[config.mk]
export PLATFORM = sky130hd
export DESIGN_NAME = vrm_march
export DESIGN_NICKNAME = d
export VERILOG_FILES = /design/src/rtl/vrm_pkg.sv /design/src/rtl/vrm_march.sv
export SDC_FILE = /design/constraint.sdc
export NUM_CORES = 1
export LEC_CHECK = 0
export BUFFER_PORTS_ARGS = -buffer_cell sky130_fd_sc_hd__buf_2
export CAP_MARGIN = 0
export CORE_MARGIN = 5
export CORE_UTILIZATION = 59
export DETAILED_ROUTE_END_ITERATION = 8
export PLACE_DENSITY = 0.82
export SLEW_MARGIN = 40
export SYNTH_ARGS = -nofsm -noshare
export SYNTH_HDL_FRONTEND = slang
export SYNTH_SLANG_ARGS = --single-unit
[constraint.sdc]
create_clock -name clk -period 3.1 [get_ports clk]
set_input_delay 0.465 -clock clk [delete_from_list [all_inputs] [get_ports clk]]
set_output_delay 0.465 -clock clk [all_outputs]
set_load 0.005 [all_outputs]
[src/rtl/vrm_pkg.sv]
// ---------------------------------------------------------------------------
// vrm_pkg
// Shared types and constants for the voxel ray march core.
// ---------------------------------------------------------------------------
`default_nettype none

package vrm_pkg;

	// default grid geometry and id width
	localparam int GRID_WIDTH_DEF     = 32;
	localparam int GRID_HEIGHT_DEF    = 32;
	localparam int GRID_DEPTH_DEF     = 32;
	localparam int CELL_SIZE_LOG2_DEF = 2;
	localparam int ID_BITS_DEF        = 16;

	// fixed field widths
	localparam int COORD_W = 5;   // cell coordinate ports
	localparam int ID_W    = 16;  // id ports
	localparam int VEC_W   = 16;  // Q8.8 origin and direction
	localparam int STEP_W  = 8;   // step count

	// march position: Q.9, wide enough for 2^16 plus 255 steps of 2^15
	localparam int FRAC_BITS = 9;
	localparam int POS_W     = 25;

	// operation codes
	localparam logic OP_WRITE = 1'b0;
	localparam logic OP_RAY   = 1'b1;

	typedef enum logic [1:0] {
		ST_CLEAR,
		ST_IDLE,
		ST_MARCH
	} state_t;

	// control towards the march datapath
	typedef struct packed {
		logic load;   // take a new ray
		logic step;   // advance one half step and probe the store
	} march_ctl_t;

	// status from the march datapath
	typedef struct packed {
		logic               steps_zero;  // no steps left to issue
		logic               probe_s1;    // last probe was inside the grid
		logic [COORD_W-1:0] cx_s1;
		logic [COORD_W-1:0] cy_s1;
		logic [COORD_W-1:0] cz_s1;
	} march_stat_t;

endpackage

`default_nettype wire

[src/rtl/vrm_march.sv]
// ---------------------------------------------------------------------------
// vrm_march
// Ray position datapath: holds the Q.9 position, direction and steps left,
// advances one half step a cycle while step is set, and forms the cell address to probe.
// ---------------------------------------------------------------------------
`default_nettype none

module vrm_march #(
	parameter int GRID_WIDTH     = vrm_pkg::GRID_WIDTH_DEF,
	parameter int GRID_HEIGHT    = vrm_pkg::GRID_HEIGHT_DEF,
	parameter int GRID_DEPTH     = vrm_pkg::GRID_DEPTH_DEF,
	parameter int CELL_SIZE_LOG2 = vrm_pkg::CELL_SIZE_LOG2_DEF,
	parameter int XW             = $clog2(GRID_WIDTH),
	parameter int YW             = $clog2(GRID_HEIGHT),
	parameter int ZW             = $clog2(GRID_DEPTH)
) (
	input  wire logic                              clk,
	input  wire logic                              arst_n,
	input  wire vrm_pkg::march_ctl_t               ctl,
	input  wire logic signed [vrm_pkg::VEC_W-1:0]  origin_x,
	input  wire logic signed [vrm_pkg::VEC_W-1:0]  origin_y,
	input  wire logic signed [vrm_pkg::VEC_W-1:0]  origin_z,
	input  wire logic signed [vrm_pkg::VEC_W-1:0]  dir_x,
	input  wire logic signed [vrm_pkg::VEC_W-1:0]  dir_y,
	input  wire logic signed [vrm_pkg::VEC_W-1:0]  dir_z,
	input  wire logic        [vrm_pkg::STEP_W-1:0] max_steps,
	output logic             [XW+YW+ZW-1:0]        rd_addr,
	output vrm_pkg::march_stat_t                   stat
);

	localparam int POS_W = vrm_pkg::POS_W;
	localparam int VEC_W = vrm_pkg::VEC_W;
	localparam int CW    = vrm_pkg::COORD_W;
	localparam int SHIFT = vrm_pkg::FRAC_BITS + CELL_SIZE_LOG2;

	localparam logic [POS_W-1:0] LIM_X = POS_W'(GRID_WIDTH);
	localparam logic [POS_W-1:0] LIM_Y = POS_W'(GRID_HEIGHT);
	localparam logic [POS_W-1:0] LIM_Z = POS_W'(GRID_DEPTH);

	logic signed [POS_W-1:0]          pos_q [3];
	logic signed [VEC_W-1:0]          dir_q [3];
	logic        [vrm_pkg::STEP_W-1:0] left_q;
	logic signed [POS_W-1:0]          org_ext [3];
	logic signed [POS_W-1:0]          nxt [3];
	logic        [POS_W-1:0]          cpos [3];
	logic        [2:0]                in_axis;
	logic                             probe_s1;
	logic        [CW-1:0]             cx_s1, cy_s1, cz_s1;

	// sign-extend the origins
	assign org_ext[0] = {{(POS_W-VEC_W){origin_x[VEC_W-1]}}, origin_x};
	assign org_ext[1] = {{(POS_W-VEC_W){origin_y[VEC_W-1]}}, origin_y};
	assign org_ext[2] = {{(POS_W-VEC_W){origin_z[VEC_W-1]}}, origin_z};

	// next position and its cell per axis
	always_comb begin
		for (int a = 0; a < 3; a++) begin
			nxt[a]  = pos_q[a] + {{(POS_W-VEC_W){dir_q[a][VEC_W-1]}}, dir_q[a]};
			cpos[a] = $unsigned(nxt[a]) >> SHIFT;
		end
		in_axis[0] = !nxt[0][POS_W-1] && (cpos[0] < LIM_X);
		in_axis[1] = !nxt[1][POS_W-1] && (cpos[1] < LIM_Y);
		in_axis[2] = !nxt[2][POS_W-1] && (cpos[2] < LIM_Z);
	end

	// store address: width, then depth, then height
	assign rd_addr = {cpos[0][XW-1:0], cpos[2][ZW-1:0], cpos[1][YW-1:0]};

	// position, direction and step registers
	always_ff @(posedge clk) begin
		if (ctl.load) begin
			pos_q[0] <= -(org_ext[0] <<< 1);
			pos_q[1] <= -(org_ext[1] <<< 1);
			pos_q[2] <= -(org_ext[2] <<< 1);
			dir_q[0] <= dir_x;
			dir_q[1] <= dir_y;
			dir_q[2] <= dir_z;
		end else if (ctl.step) begin
			for (int a = 0; a < 3; a++)
				pos_q[a] <= nxt[a];
		end
	end

	always_ff @(posedge clk or negedge arst_n) begin
		if (!arst_n) begin
			left_q <= '0;
		end else if (ctl.load) begin
			left_q <= max_steps;
		end else if (ctl.step) begin
			left_q <= left_q - 1'b1;
		end
	end

	// probe stage, lines up with the registered store read
	always_ff @(posedge clk or negedge arst_n) begin
		if (!arst_n)
			probe_s1 <= 1'b0;
		else
			probe_s1 <= ctl.step && (&in_axis);
	end

	always_ff @(posedge clk) begin
		if (ctl.step) begin
			cx_s1 <= cpos[0][CW-1:0];
			cy_s1 <= cpos[1][CW-1:0];
			cz_s1 <= cpos[2][CW-1:0];
		end
	end

	assign stat.steps_zero = (left_q == '0);
	assign stat.probe_s1   = probe_s1;
	assign stat.cx_s1      = cx_s1;
	assign stat.cy_s1      = cy_s1;
	assign stat.cz_s1      = cz_s1;

endmodule

`default_nettype wire

# Word-level counts from Yosys, hierarchy flattened
# Memories as Yosys holds them, arrays and structs flattened.
# Index checks and enable logic that the tools add are counted.
# Widths: inputs -> output; s select.
# classes
n_addsub	7
order_cmp	3
mux	10
n_bitwise	3
reduce_logical	10
# ops
operator	n
$add 25x25->25	3
$mux 25	3
$neg 17->25	3
$lt 14x6->1 const B	3
$mux 8	2
$logic_not 8->1	1
$sub 8x1->8 const B	1
$mux 1	5
$logic_and 1x1->1	4
$logic_not 1->1	3
$or 1x1->1	3
$reduce_and 3->1	1
$reduce_bool 2->1	1
# totals
regBits	24
mem_bits_rw	123
out_inout_bits	32
mem_count	2
# memory_table
memory	words	word_bits	rd	rd_ports_with_merged_regs	write_ports	line	text
pos_q	3	25	3	0	3	vrm_march.sv:40	logic signed [POS_W-1:0] pos_q [3];
dir_q	3	16	3	0	3	vrm_march.sv:41	logic signed [VEC_W-1:0] dir_q [3];

# Logic depth before layout (Yosys ltp)
# Gate-level depths: netlist of run 1.
# An unclocked memory read counts as a cell.
# depth
depth_word	6
mapped_depth	12
ltp_nobuf	12

# Worst setup path before layout of run 1
# No wires, ideal clock.
# synth_path
path_type	reg2reg
start	mem pos_q[1][0], in the netlist pos_q[0][25]
end	reg probe_s1
setup_time_ns	0.096
arrival_ns	2.721
required_ns	3.004
setup_slack_ns	0.283
stages_incl_launch_ff	13
path_buffers	0
synth_period_minus_slack_ns	2.817
cell_sequence	edfxtp_1 ha_1 fa_1 a211oi_2 o21bai_1 a21oi_2 o31ai_2 a211o_1 a21oi_1 xor2_1 and3_1 nand3_1 nor4_2
# synth_lines
item	line	text
start: declaration	vrm_march.sv:40	
end signal: assignment	vrm_march.sv:99	probe_s1 <= ctl.step && (&in_axis);
end: declaration	vrm_march.sv:47	logic probe_s1;

==> results of run 1 <==
==> metal layers <==
layer / global-route usage / vias up / routed length (um)
met5: 0 / - / 0
met4: 0.0796 / 0 / 626
met3: 0.0425 / 61 / 1460
met2: 0.402 / 325 / 12100
met1: 0.321 / 4017 / 10500
li1: - / 4045 / -
==> Yosys cell counts (4+ instances only) <==
| cell | n |
|---|---|
| sky130_fd_sc_hd__nand3_1 | 25 |
| sky130_fd_sc_hd__o21ai_0 | 69 |
| sky130_fd_sc_hd__nor3_1 | 24 |
| sky130_fd_sc_hd__nand2_1 | 95 |
| sky130_fd_sc_hd__a31oi_1 | 6 |
| sky130_fd_sc_hd__and2_1 | 10 |
| sky130_fd_sc_hd__a21oi_1 | 105 |
| sky130_fd_sc_hd__nand4_1 | 7 |
| sky130_fd_sc_hd__and3_1 | 5 |
| sky130_fd_sc_hd__o211ai_1 | 5 |
| sky130_fd_sc_hd__a21o_1 | 23 |
| sky130_fd_sc_hd__a211oi_1 | 10 |
| sky130_fd_sc_hd__or3_1 | 7 |
| sky130_fd_sc_hd__or4_1 | 5 |
| sky130_fd_sc_hd__edfxtp_1 | 138 |
| sky130_fd_sc_hd__inv_1 | 21 |
| sky130_fd_sc_hd__o22ai_1 | 5 |
| sky130_fd_sc_hd__o21bai_1 | 8 |
| sky130_fd_sc_hd__xnor2_1 | 48 |
| sky130_fd_sc_hd__nand2b_1 | 8 |
| sky130_fd_sc_hd__xor2_1 | 54 |
| sky130_fd_sc_hd__buf_4 | 18 |
| sky130_fd_sc_hd__dfrtp_1 | 9 |
| sky130_fd_sc_hd__clkbuf_1 | 21 |
| sky130_fd_sc_hd__nor4_1 | 5 |
| sky130_fd_sc_hd__nor2b_1 | 7 |
| sky130_fd_sc_hd__ha_1 | 77 |
| sky130_fd_sc_hd__o31ai_1 | 6 |
| sky130_fd_sc_hd__nor2_1 | 81 |
| sky130_fd_sc_hd__or2_2 | 6 |
| sky130_fd_sc_hd__o21a_1 | 11 |
| sky130_fd_sc_hd__a21boi_0 | 4 |
| sky130_fd_sc_hd__o21ai_1 | 7 |
==> kinds of logic (layout without fill, tap and decap cells) <==
| family | after synthesis | after routing |
|---|---|---|
| buffers and inverters | 65 | 254 |
| adders and majority gates | 80 | 80 |
| other | 0 | 2 |
| muxes | 3 | 3 |
| xor gates and xnor gates | 102 | 102 |
| DFF | 147 | 147 |
| and+or+nand+nor | 302 | 302 |
| AOI/OAI and AO/OA | 295 | 295 |
==> critical path, stage by stage, from the launching register on <==
cell                       delay, ns
sky130_fd_sc_hd__edfxtp_1       0.47
sky130_fd_sc_hd__buf_6          0.17
sky130_fd_sc_hd__fa_2           0.42
sky130_fd_sc_hd__a211oi_2       0.25
sky130_fd_sc_hd__o21bai_2       0.11
sky130_fd_sc_hd__a21oi_2        0.22
sky130_fd_sc_hd__buf_6          0.15
sky130_fd_sc_hd__o31ai_4        0.06
sky130_fd_sc_hd__buf_6          0.14
sky130_fd_sc_hd__xor2_4         0.15
sky130_fd_sc_hd__buf_2          0.14
==> metrics by stage <==
step / total power [W] / instances
2_1_floorplan: 0.00439 / 994
3_3_place_gp: 0.00494 / 1338
3_5_place_dp: 0.00500 / 1338
4_1_cts: 0.00732 / 1394
5_1_grt: 0.00795 / 1404
6_report: 0.00756 / 1405
==> registers in the layout (all words and copies together) (netlist names) <==
register  flops
cx_s1         5
cy_s1         5
cz_s1         5
dir_q        48
left_q        8
pos_q        75
probe_s1      1
==> repair_timing <==
item                                    in CTS  in global routing
endpoints found under the setup margin      11                 16
gates resized for setup                     22                 51
setup buffers                               24                  9
hold buffers                                 1                  0
pin swaps                                   21                 25
endpoints found under the hold margin        9                  0
==> report_power, final <==
group | internal, W | leakage [nW] | switching (W)
clock | 0.00134 | 0.284 | 0.000823
combinational | 0.00124 | 3.20 | 0.00155
sequential | 0.00250 | 1.49 | 0.000105
total | 0.00508 | 4.98 | 0.00248
==> area by class of cell <==
type | instances | area share
multi-input combinational | 782 | 0.462
inverter | 21 | 0.00649
antenna | 2 | 0.000412
timing repair buffer | 202 | 0.0983
clock inverter | 13 | 0.0153
clock buffer | 18 | 0.0354
tap | 220 | 0.0227
sequential | 147 | 0.360
==> worst paths after layout <==
check,end,cells after the start
worst min register to register,left_q[6],2
worst max register to register,probe_s1,14
min in group asynchronous,probe_s1,2
max in group asynchronous,left_q[3],2
worst min-delay path,dir_q[0][6],1
worst max-delay path,rd_addr[3],10
==> results.toml, run 1 <==
[setup_path]
critical_setup_path_kind = "flip-flop to output pin"
setup.worst_path.end_class = "output pin"
r2r_setup_slk_ns = -0.02
setup.worst_path.start = "dir_q[0][17]"
worst-endpoint-required_ns = 2.63
worstReg2RegStart = "dir_q[0][17]"
critical_path.startpoint_type = "flip-flop"
worst_ep_arrival_time_ns = 2.70
critPathMaxFanout = 3

[synth]
yosys.area_share.xor_xnor = 0.0898
syn-cell-area_mm2 = 0.00995
synth-simple-area-share = 0.146
ys_dominant_reg_cell = "sky130_fd_sc_hd__edfxtp_1"
synth_top_cells_by_area = "sky130_fd_sc_hd__edfxtp_1 (42%), sky130_fd_sc_hd__ha_1 (9.7%), sky130_fd_sc_hd__a21oi_1 (5.3%)"
synthCells = 994
mapped_nets = 1182
synth_seq_cells = 147
multiplexer_share_of_the_synthesized_area = 0.00314
synth_fa_ha_area_frac = 0.103
synth_top_family_by_area = "compound AO/OA/AOI/OAI gates"
fraction_of_synthesis_flops_using_an_asynchronous_set_or_reset_pin = 0.0612
synth_compound_gate_area_share = 0.186
number_of_enable_type_register_cells_in_the_synthesized_netlist = 138
syn_avg_cell_area_um2 = 10.0
ys_seq_area_frac = 0.439
yosys.cell_types.count = 74
synth_top_area_share = 0.417
ys.warnings.count = 0
netlist.top_cell.by_area = "sky130_fd_sc_hd__edfxtp_1"

[layout]
layout_commonest_cell = "sky130_fd_sc_hd__buf_2"
postLayoutCoreUtil = 0.732
most-common-layout-cells = "sky130_fd_sc_hd__buf_2 (139), sky130_fd_sc_hd__edfxtp_1 (138), sky130_fd_sc_hd__a21oi_1 (96)"
seqCellArea_mm2 = 0.00437
design_area_mm2 = 0.0121
num-fill-cells = 1139
drive_gt1_frac = 0.264
area.growth.synth_to_final_pct = 22.0
nets = 1359
multi_input_comb_area_mm2 = 0.00560

[timing]
slew_headroom = 0.572
unrepaired_setup_endpoints_after_global_routing = "true"
fin_hold_ws_ns = 0.210
setup_viol = 4
report.final.hold_viol_count = 0
fin_crit_ns = 3.16
fin_tns_setup_ns = -0.149
max_slew.worst_pin.slew_ns = 0.633
layout_setup_ws_ns = -0.0625
fmax_ghz = 0.316
skew_ns = 0.00808
slew_viol_final = 0
period_share = 1.02

[floorplanning]
die_area_mm2 = 0.0196
die_x_extent_um = 140
die_h_um = 140
placeableCoreArea_mm2 = 0.0166
core.rowCount = 47
initial_utilization = 0.600
boundaryPins = 140

[clocking]
clk_transition_reported_paths_ns = 0.06
clk_path_buf_depth = 2
clock_root_buffer = "sky130_fd_sc_hd__clkbuf_16"
htree_levels = 4
cts_tree = "done"
clock-sinks = 147
cts-buffers-inserted = 17
clk_latency_ns = 0.43

[global_routing]
vias_in_the_first_global_route = 8113
largest_net_degree_at_the_start_of_global_routing = 65
global_route.usage.total = 0.241
grt_antenna_before_repair = 1
overflow = 0
grt_pass1_wl_mm = 39.0

[route]
dr_total_vias = 8448
drt_pass1_iterations = 5
post-route-drc-count = 0
detail_route.vias_per_cell = 6.01
detail-route-antenna-nets = 0
detailed_route_wire_length_mm = 24.7
drt-initial-drc-count = 663
post_drt_wl_per_cell_um = 17.6

[power_and_ir_drop]
power.leakage_nw = 4.98
ir_worst_vdd_v = 0.000442
pd_cells_mw_per_mm2 = 623

[placement]
placement.io_buffers = 139
dpl_worst_slack_ns = 0.00975
gp_congestion = 0.940
placed_standard_cell_area_mm2 = 0.0109
dp_hpwl_mm = 17.2

[min_path]
holdCritPathClass = "input pin to flip-flop"
min-delay-start = "dir_x[6]"

[status]
failed_checks = "setup timing"
status = "complete, but fails checks"

[job]
max-cap-violations = 0
Power figures use the tool's default switching activity.
==> run 2: changes to the inputs <==
- PLACE_DENSITY: 0.82 -> default
- PLACE_DENSITY_LB_ADDON: default -> 0.05
==> run 2 against run 1 <==
Effect of this change:
- the flow still finishes with violations (setup timing)
- register-to-register slack gained 0.06 ns
- first-iteration DRC count shrank 15%
- power shrank 2.2%
- wire length shrank 1.6%
- via count shrank 3.8%
- maximum frequency grew 0.88%
- cell count shrank 1.4%
- non-clock buffer count shrank 17
- clock power is essentially flat
- combinational power shrank 5%
- sequential cell count is the same
- count of clock-buffer cells in the layout grew 1
- largest power group unchanged
==> results.toml, run 2 (same netlist as run 1, synthesis figures left out) <==
[timing]
layout_setup_ws_ns = -0.0349
fin_crit_ns = 3.13
fmax_ghz = 0.319
skew_ns = 0.00977
setup_viol = 4
report.final.hold_viol_count = 0
slew_viol_final = 0
max_slew.worst_pin.slew_ns = 0.658
slew_headroom = 0.562
period_share = 1.01
unrepaired_setup_endpoints_after_global_routing = "true"

[clocking]
cts_tree = "done"
htree_levels = 4
clock-sinks = 147
clk_path_buf_depth = 2
clk_transition_reported_paths_ns = 0.06
clock_root_buffer = "sky130_fd_sc_hd__clkbuf_16"
cts-buffers-inserted = 17
clk_latency_ns = 0.43

[global_routing]
grt_antenna_before_repair = 0
overflow = 0
global_route.usage.total = 0.250
largest_net_degree_at_the_start_of_global_routing = 52
grt_pass1_wl_mm = 39.8
vias_in_the_first_global_route = 8016

[power_and_ir_drop]
design_internal_power_w = 0.00499
ir_worst_vdd_v = 0.000473
reg_power_frac = 0.353
power.leakage_nw = 4.87
power.share.clock = 0.289
sw_frac_of_total = 0.325
total_switching_power_w = 0.00240
power_frac_comb = 0.358
pd_cells_mw_per_mm2 = 621
p_total_w = 0.00739

[route]
detail-route-antenna-nets = 0
drt_pass1_iterations = 5
detail_route.vias_per_cell = 5.87
post_drt_wl_per_cell_um = 17.5
detailed_route_wire_length_mm = 24.3
drt-initial-drc-count = 565
post-route-drc-count = 0
dr_total_vias = 8130

[layout]
largest_reg_flops = 75
postLayoutCoreUtil = 0.717
reg_top3 = "pos_q x75, dir_q x48, left_q x8"
largest-register = "pos_q"
nets = 1342
final_cell_count_no_fill = 1386
antennaDiodeCount = 0
area.growth.synth_to_final_pct = 19.6
drive_gt1_frac = 0.242
layout_commonest_cell = "sky130_fd_sc_hd__buf_2"
design_area_mm2 = 0.0119
most-common-layout-cells = "sky130_fd_sc_hd__buf_2 (139), sky130_fd_sc_hd__edfxtp_1 (138), sky130_fd_sc_hd__a21oi_1 (96)"

[floorplanning]
die_area_mm2 = 0.0196
die_x_extent_um = 140
core.rowCount = 47
boundaryPins = 140
initial_utilization = 0.600
placeableCoreArea_mm2 = 0.0166
die_h_um = 140

[setup_path]
r2r_setup_slk_ns = 0.04
critical_path.startpoint_type = "flip-flop"
critPathMaxFanout = 3
capturing_instance_or_port_of_the_critical_path = "rd_addr[8]"
path_cells = "ha_2 -> fa_2 -> a211oi_2 -> o211ai_1 -> a31oi_2 -> buf_4 -> nor2b_4 -> xnor2_2 -> buf_2"
setup.worst_path.end_class = "output pin"
setup.worst_path.start = "dir_q[0][32]"
crit_path_max_incr_delay_ns = 0.38
critical_setup_path_kind = "flip-flop to output pin"
worst-endpoint-required_ns = 2.63
reg2regPathDepth = 13
worst_r2r_endpoint = "probe_s1"
worst_ep_arrival_time_ns = 2.67
worstReg2RegStart = "pos_q[0][26]"
critical_path.slowest_cell = "sky130_fd_sc_hd__fa_2"

[placement]
gp_congestion = 0.951
cell_count_post_placement = 1331
dp_hpwl_mm = 17.7
placed_standard_cell_area_mm2 = 0.0108
placement.io_buffers = 139

[status]
status = "complete, but fails checks"
failed_checks = "setup timing"

[job]
max-cap-violations = 0

[min_path]
holdCritPathClass = "input pin to flip-flop"
-- run 2: cell types whose count changed in the layout (fill, tap and decap cells not counted), sizes merged --
cell      delta
buf         -17
clkbuf       +1
clkinvlp     -4
clkinv       +3
diode        -2
-- run 2: final cells by class --
| type | instances | area (um2) |
|---|---|---|
| Multi-Input combinational cell | 782 | 5520 |
| Fill cell | 1283 | 4690 |
| Sequential cell | 147 | 4370 |
| Timing Repair Buffer | 185 | 1050 |
| Clock buffer | 19 | 433 |
| Tap cell | 220 | 275 |
| Clock inverter | 12 | 163 |
| Inverter | 21 | 78.8 |
-- run 2: routing by layer --
| metal | global-route usage | vias up | wire length (um) | part of all wire |
|---|---|---|---|---|
| met5 | 0 | - | 0 | 0 |
| met4 | 0.0678 | 0 | 407 | 0.017 |
| met3 | 0.0528 | 34 | 1570 | 0.065 |
| met2 | 0.412 | 276 | 11700 | 0.48 |
| met1 | 0.336 | 3818 | 10600 | 0.44 |
| li1 | - | 4002 | - | - |
-- run 2: worst max-delay path, delay by kind of cell, from the launching register on --
kind	cells	cell delay, ns
flip-flops	1	0.37
AO/OA/AOI/OAI	3	0.64
buffers and inverters	2	0.31
XOR/XNOR	1	0.16
adder cells (fa/ha/maj)	2	0.60
AND/OR/NAND/NOR	1	0.15
-- run 2: through the flow --
step           setup TNS, ns  hold WS (ns)  worst slack (ns)
4_1_cts              -0.0594         0.192           -0.0412
5_1_grt                -1.10         0.191            -0.189
6_report             -0.0783         0.201           -0.0349
3_3_place_gp               0         0.344             0.106
2_1_floorplan              0         0.169             0.283
3_5_place_dp         -0.0789         0.336           -0.0789
-- run 2: worst min-delay path by stage --
stage	to	startpoint	slack, ns	cells after the start
floorplan	left_q[0]	arst_n	0.17	0
global placement	left_q[0]	arst_n	0.34	1
detailed placement	left_q[0]	arst_n	0.34	1
CTS	dir_q[0][25]	dir_y[9]	0.19	1
global route	dir_q[0][25]	dir_y[9]	0.19	1
finish	dir_q[0][19]	dir_y[3]	0.20	1
-- run 2: repair_timing --
action,4_1_cts,5_1_grt
endpoints found under the hold margin,9,0
endpoints found under the setup margin,10,16
pin swaps,10,35
buffers inserted,10,14
resized for setup,21,36
hold buffers,1,0
-- run 2: power groups by stage --
stage / Combinational, W / Sequential (W) / Clock, W
after global routing: 0.00293 / 0.00264 / 0.00225
after CTS: 0.00247 / 0.00261 / 0.00216
after floorplan: 0.00177 / 0.00262 / 0
after detailed placement: 0.00235 / 0.00264 / 0
after global placement: 0.00231 / 0.00263 / 0
final: 0.00265 / 0.00261 / 0.00213
==> run 3: changes to the inputs <==
- CORE_UTILIZATION: 59 -> 60
- CTS_BUF_LIST: default -> sky130_fd_sc_hd__clkbuf_8
- RECOVER_POWER: default -> 100
==> run 3 against run 2 <==
Effect of this change:
- the run ends with capacitance limit, slew limit, setup timing left
- setup slack got worse by 0.0049 ns
- global-route usage increased by 0.56 points
- non-clock buffer count is 21 higher
- largest power group unchanged
- critical path depth increased by 1
- design area is essentially flat
- count of clock-buffer cells in the layout fell by 2
- utilization rose by 0.81 points
- worst hold slack got worse by 0.047 ns
- register-to-register slack is essentially flat
- sequential share of layout area barely moved
- clock power down 23%
==> results.toml, run 3 (same netlist as run 1, synthesis figures left out) <==
[status]
status = "complete, but fails checks"
failed_checks = "capacitance limit, slew limit, setup timing"

[timing]
unrepaired_setup_endpoints_after_global_routing = "true"
fin_crit_ns = 3.14
layout_setup_ws_ns = -0.0398
max_slew.worst_pin.slew_ns = 1.75
fin_tns_setup_ns = -0.113
slew_headroom = -0.166
slew_viol_final = 22
report.final.hold_viol_count = 0
fin_hold_ws_ns = 0.155
fmax_ghz = 0.318
setup_viol = 5
skew_ns = 0.0150
period_share = 1.01

[setup_path]
critical_setup_path_kind = "flip-flop to output pin"
worst_ep_arrival_time_ns = 2.67
critical_path.startpoint_type = "flip-flop"
critPathBufInv = 3
setup.worst_path.end_class = "output pin"
worst-endpoint-required_ns = 2.63
critPathMaxFanout = 3
path_cells = "buf_4 -> fa_2 -> a211oi_2 -> o21bai_1 -> a21oi_2 -> buf_4 -> o21bai_1 -> a21oi_1 -> xnor2_1 -> buf_2"
worst_path_dominant_cell_family = "compound AO/OA/AOI/OAI gates"
critical_path.slowest_cell = "sky130_fd_sc_hd__edfxtp_1"
crit_path_max_incr_delay_ns = 0.42

[clocking]
clock-sinks = 147
clk_latency_ns = 0.48
clk_transition_reported_paths_ns = 0.09
clk_path_buf_depth = 2
cts-buffers-inserted = 17
clock_root_buffer = "sky130_fd_sc_hd__clkbuf_8"
htree_levels = 4
cts_tree = "done"

[global_routing]
vias_in_the_first_global_route = 8319
grt_antenna_before_repair = 0
grt_pass1_wl_mm = 40.4
overflow = 0
largest_net_degree_at_the_start_of_global_routing = 47
global_route.usage.total = 0.255

[layout]
layout_commonest_cell = "sky130_fd_sc_hd__edfxtp_1"
nets = 1363
antennaDiodeCount = 0
reg_top3 = "pos_q x75, dir_q x48, left_q x8"
final_cell_count_no_fill = 1408
largest-register = "pos_q"
most-common-layout-cells = "sky130_fd_sc_hd__edfxtp_1 (138), sky130_fd_sc_hd__buf_2 (125), sky130_fd_sc_hd__a21oi_1 (97)"
postLayoutCoreUtil = 0.725
drive_gt1_frac = 0.247
area.growth.synth_to_final_pct = 19.6
largest_reg_flops = 75

[floorplanning]
core.rowCount = 47
die_area_mm2 = 0.0193
placeableCoreArea_mm2 = 0.0164
initial_utilization = 0.606
die_h_um = 139
boundaryPins = 140
die_x_extent_um = 139

[route]
detailed_route_wire_length_mm = 24.9
drt-initial-drc-count = 620
dr_total_vias = 8224
drt_pass1_iterations = 5
post_drt_wl_per_cell_um = 17.7
detail_route.vias_per_cell = 5.84
detail-route-antenna-nets = 0
post-route-drc-count = 0

[power_and_ir_drop]
total_switching_power_w = 0.00243
power.share.clock = 0.234
design_internal_power_w = 0.00462
power_frac_comb = 0.396
pd_cells_mw_per_mm2 = 593
reg_power_frac = 0.370
ir_worst_vdd_v = 0.000383
sw_frac_of_total = 0.345
power.leakage_nw = 4.84

[min_path]
holdCritPathClass = "input pin to flip-flop"

[job]
max-cap-violations = 1

[placement]
gp_congestion = 0.915
dpl_worst_slack_ns = -0.0306
placement.io_buffers = 139
cell_count_post_placement = 1334
dp_hpwl_mm = 17.7
## run 3: cell type report
type	count	area [um2]
Tap cell	220	275
Clock buffer	17	234
Sequential cell	147	4370
Clock inverter	15	191
Inverter	21	78.8
Multi-Input combinational cell	782	5580
Fill cell	1238	4510
Timing Repair Buffer	206	1170
## run 3: metrics by stage
step           area [um2]  power [W]
2_1_floorplan        9950    0.00439
3_3_place_gp        10900    0.00496
3_5_place_dp        10900    0.00501
4_1_cts             11800    0.00692
5_1_grt             11900    0.00747
6_report            11900    0.00705
## run 3: power groups by stage
stage / Sequential, W / Clock (W) / Combinational (W)
after floorplan: 0.00262 / 0 / 0.00177
after global routing: 0.00263 / 0.00176 / 0.00307
after global placement: 0.00263 / 0 / 0.00233
after CTS: 0.00260 / 0.00166 / 0.00266
after detailed placement: 0.00264 / 0 / 0.00237
final: 0.00261 / 0.00165 / 0.00279
## run 3: worst paths after layout
path	slack [ns]	to	from	depth (start not counted)
min in group asynchronous	0.48	left_q[0]	arst_n	2
worst max-delay path	-0.04	rd_addr[1]	pos_q[0][26]	10
max in group asynchronous	2.25	probe_s1	arst_n	2
worst min register to register	0.58	left_q[6]	left_q[6]	2
worst max register to register	0.03	pos_q[0][74]	dir_q[0][32]	13
worst min-delay path	0.15	dir_q[0][5]	dir_x[5]	1
## run 3: layer usage
| metal | part of all wire | vias up | track usage |
|---|---|---|---|
| met3 | 0.062 | 46 | 0.0624 |
| met1 | 0.43 | 3868 | 0.336 |
| met4 | 0.019 | 0 | 0.0752 |
| met5 | 0 | - | 0 |
| li1 | - | 4042 | - |
| met2 | 0.49 | 268 | 0.422 |
## run 3: repair_timing
item                                    in CTS  in global routing
buffers inserted                            37                  7
endpoints found under the hold margin        9                  0
pin swaps                                   32                 33
endpoints found under the setup margin      12                 21
hold buffers                                 1                  0
resized for setup                           34                 33
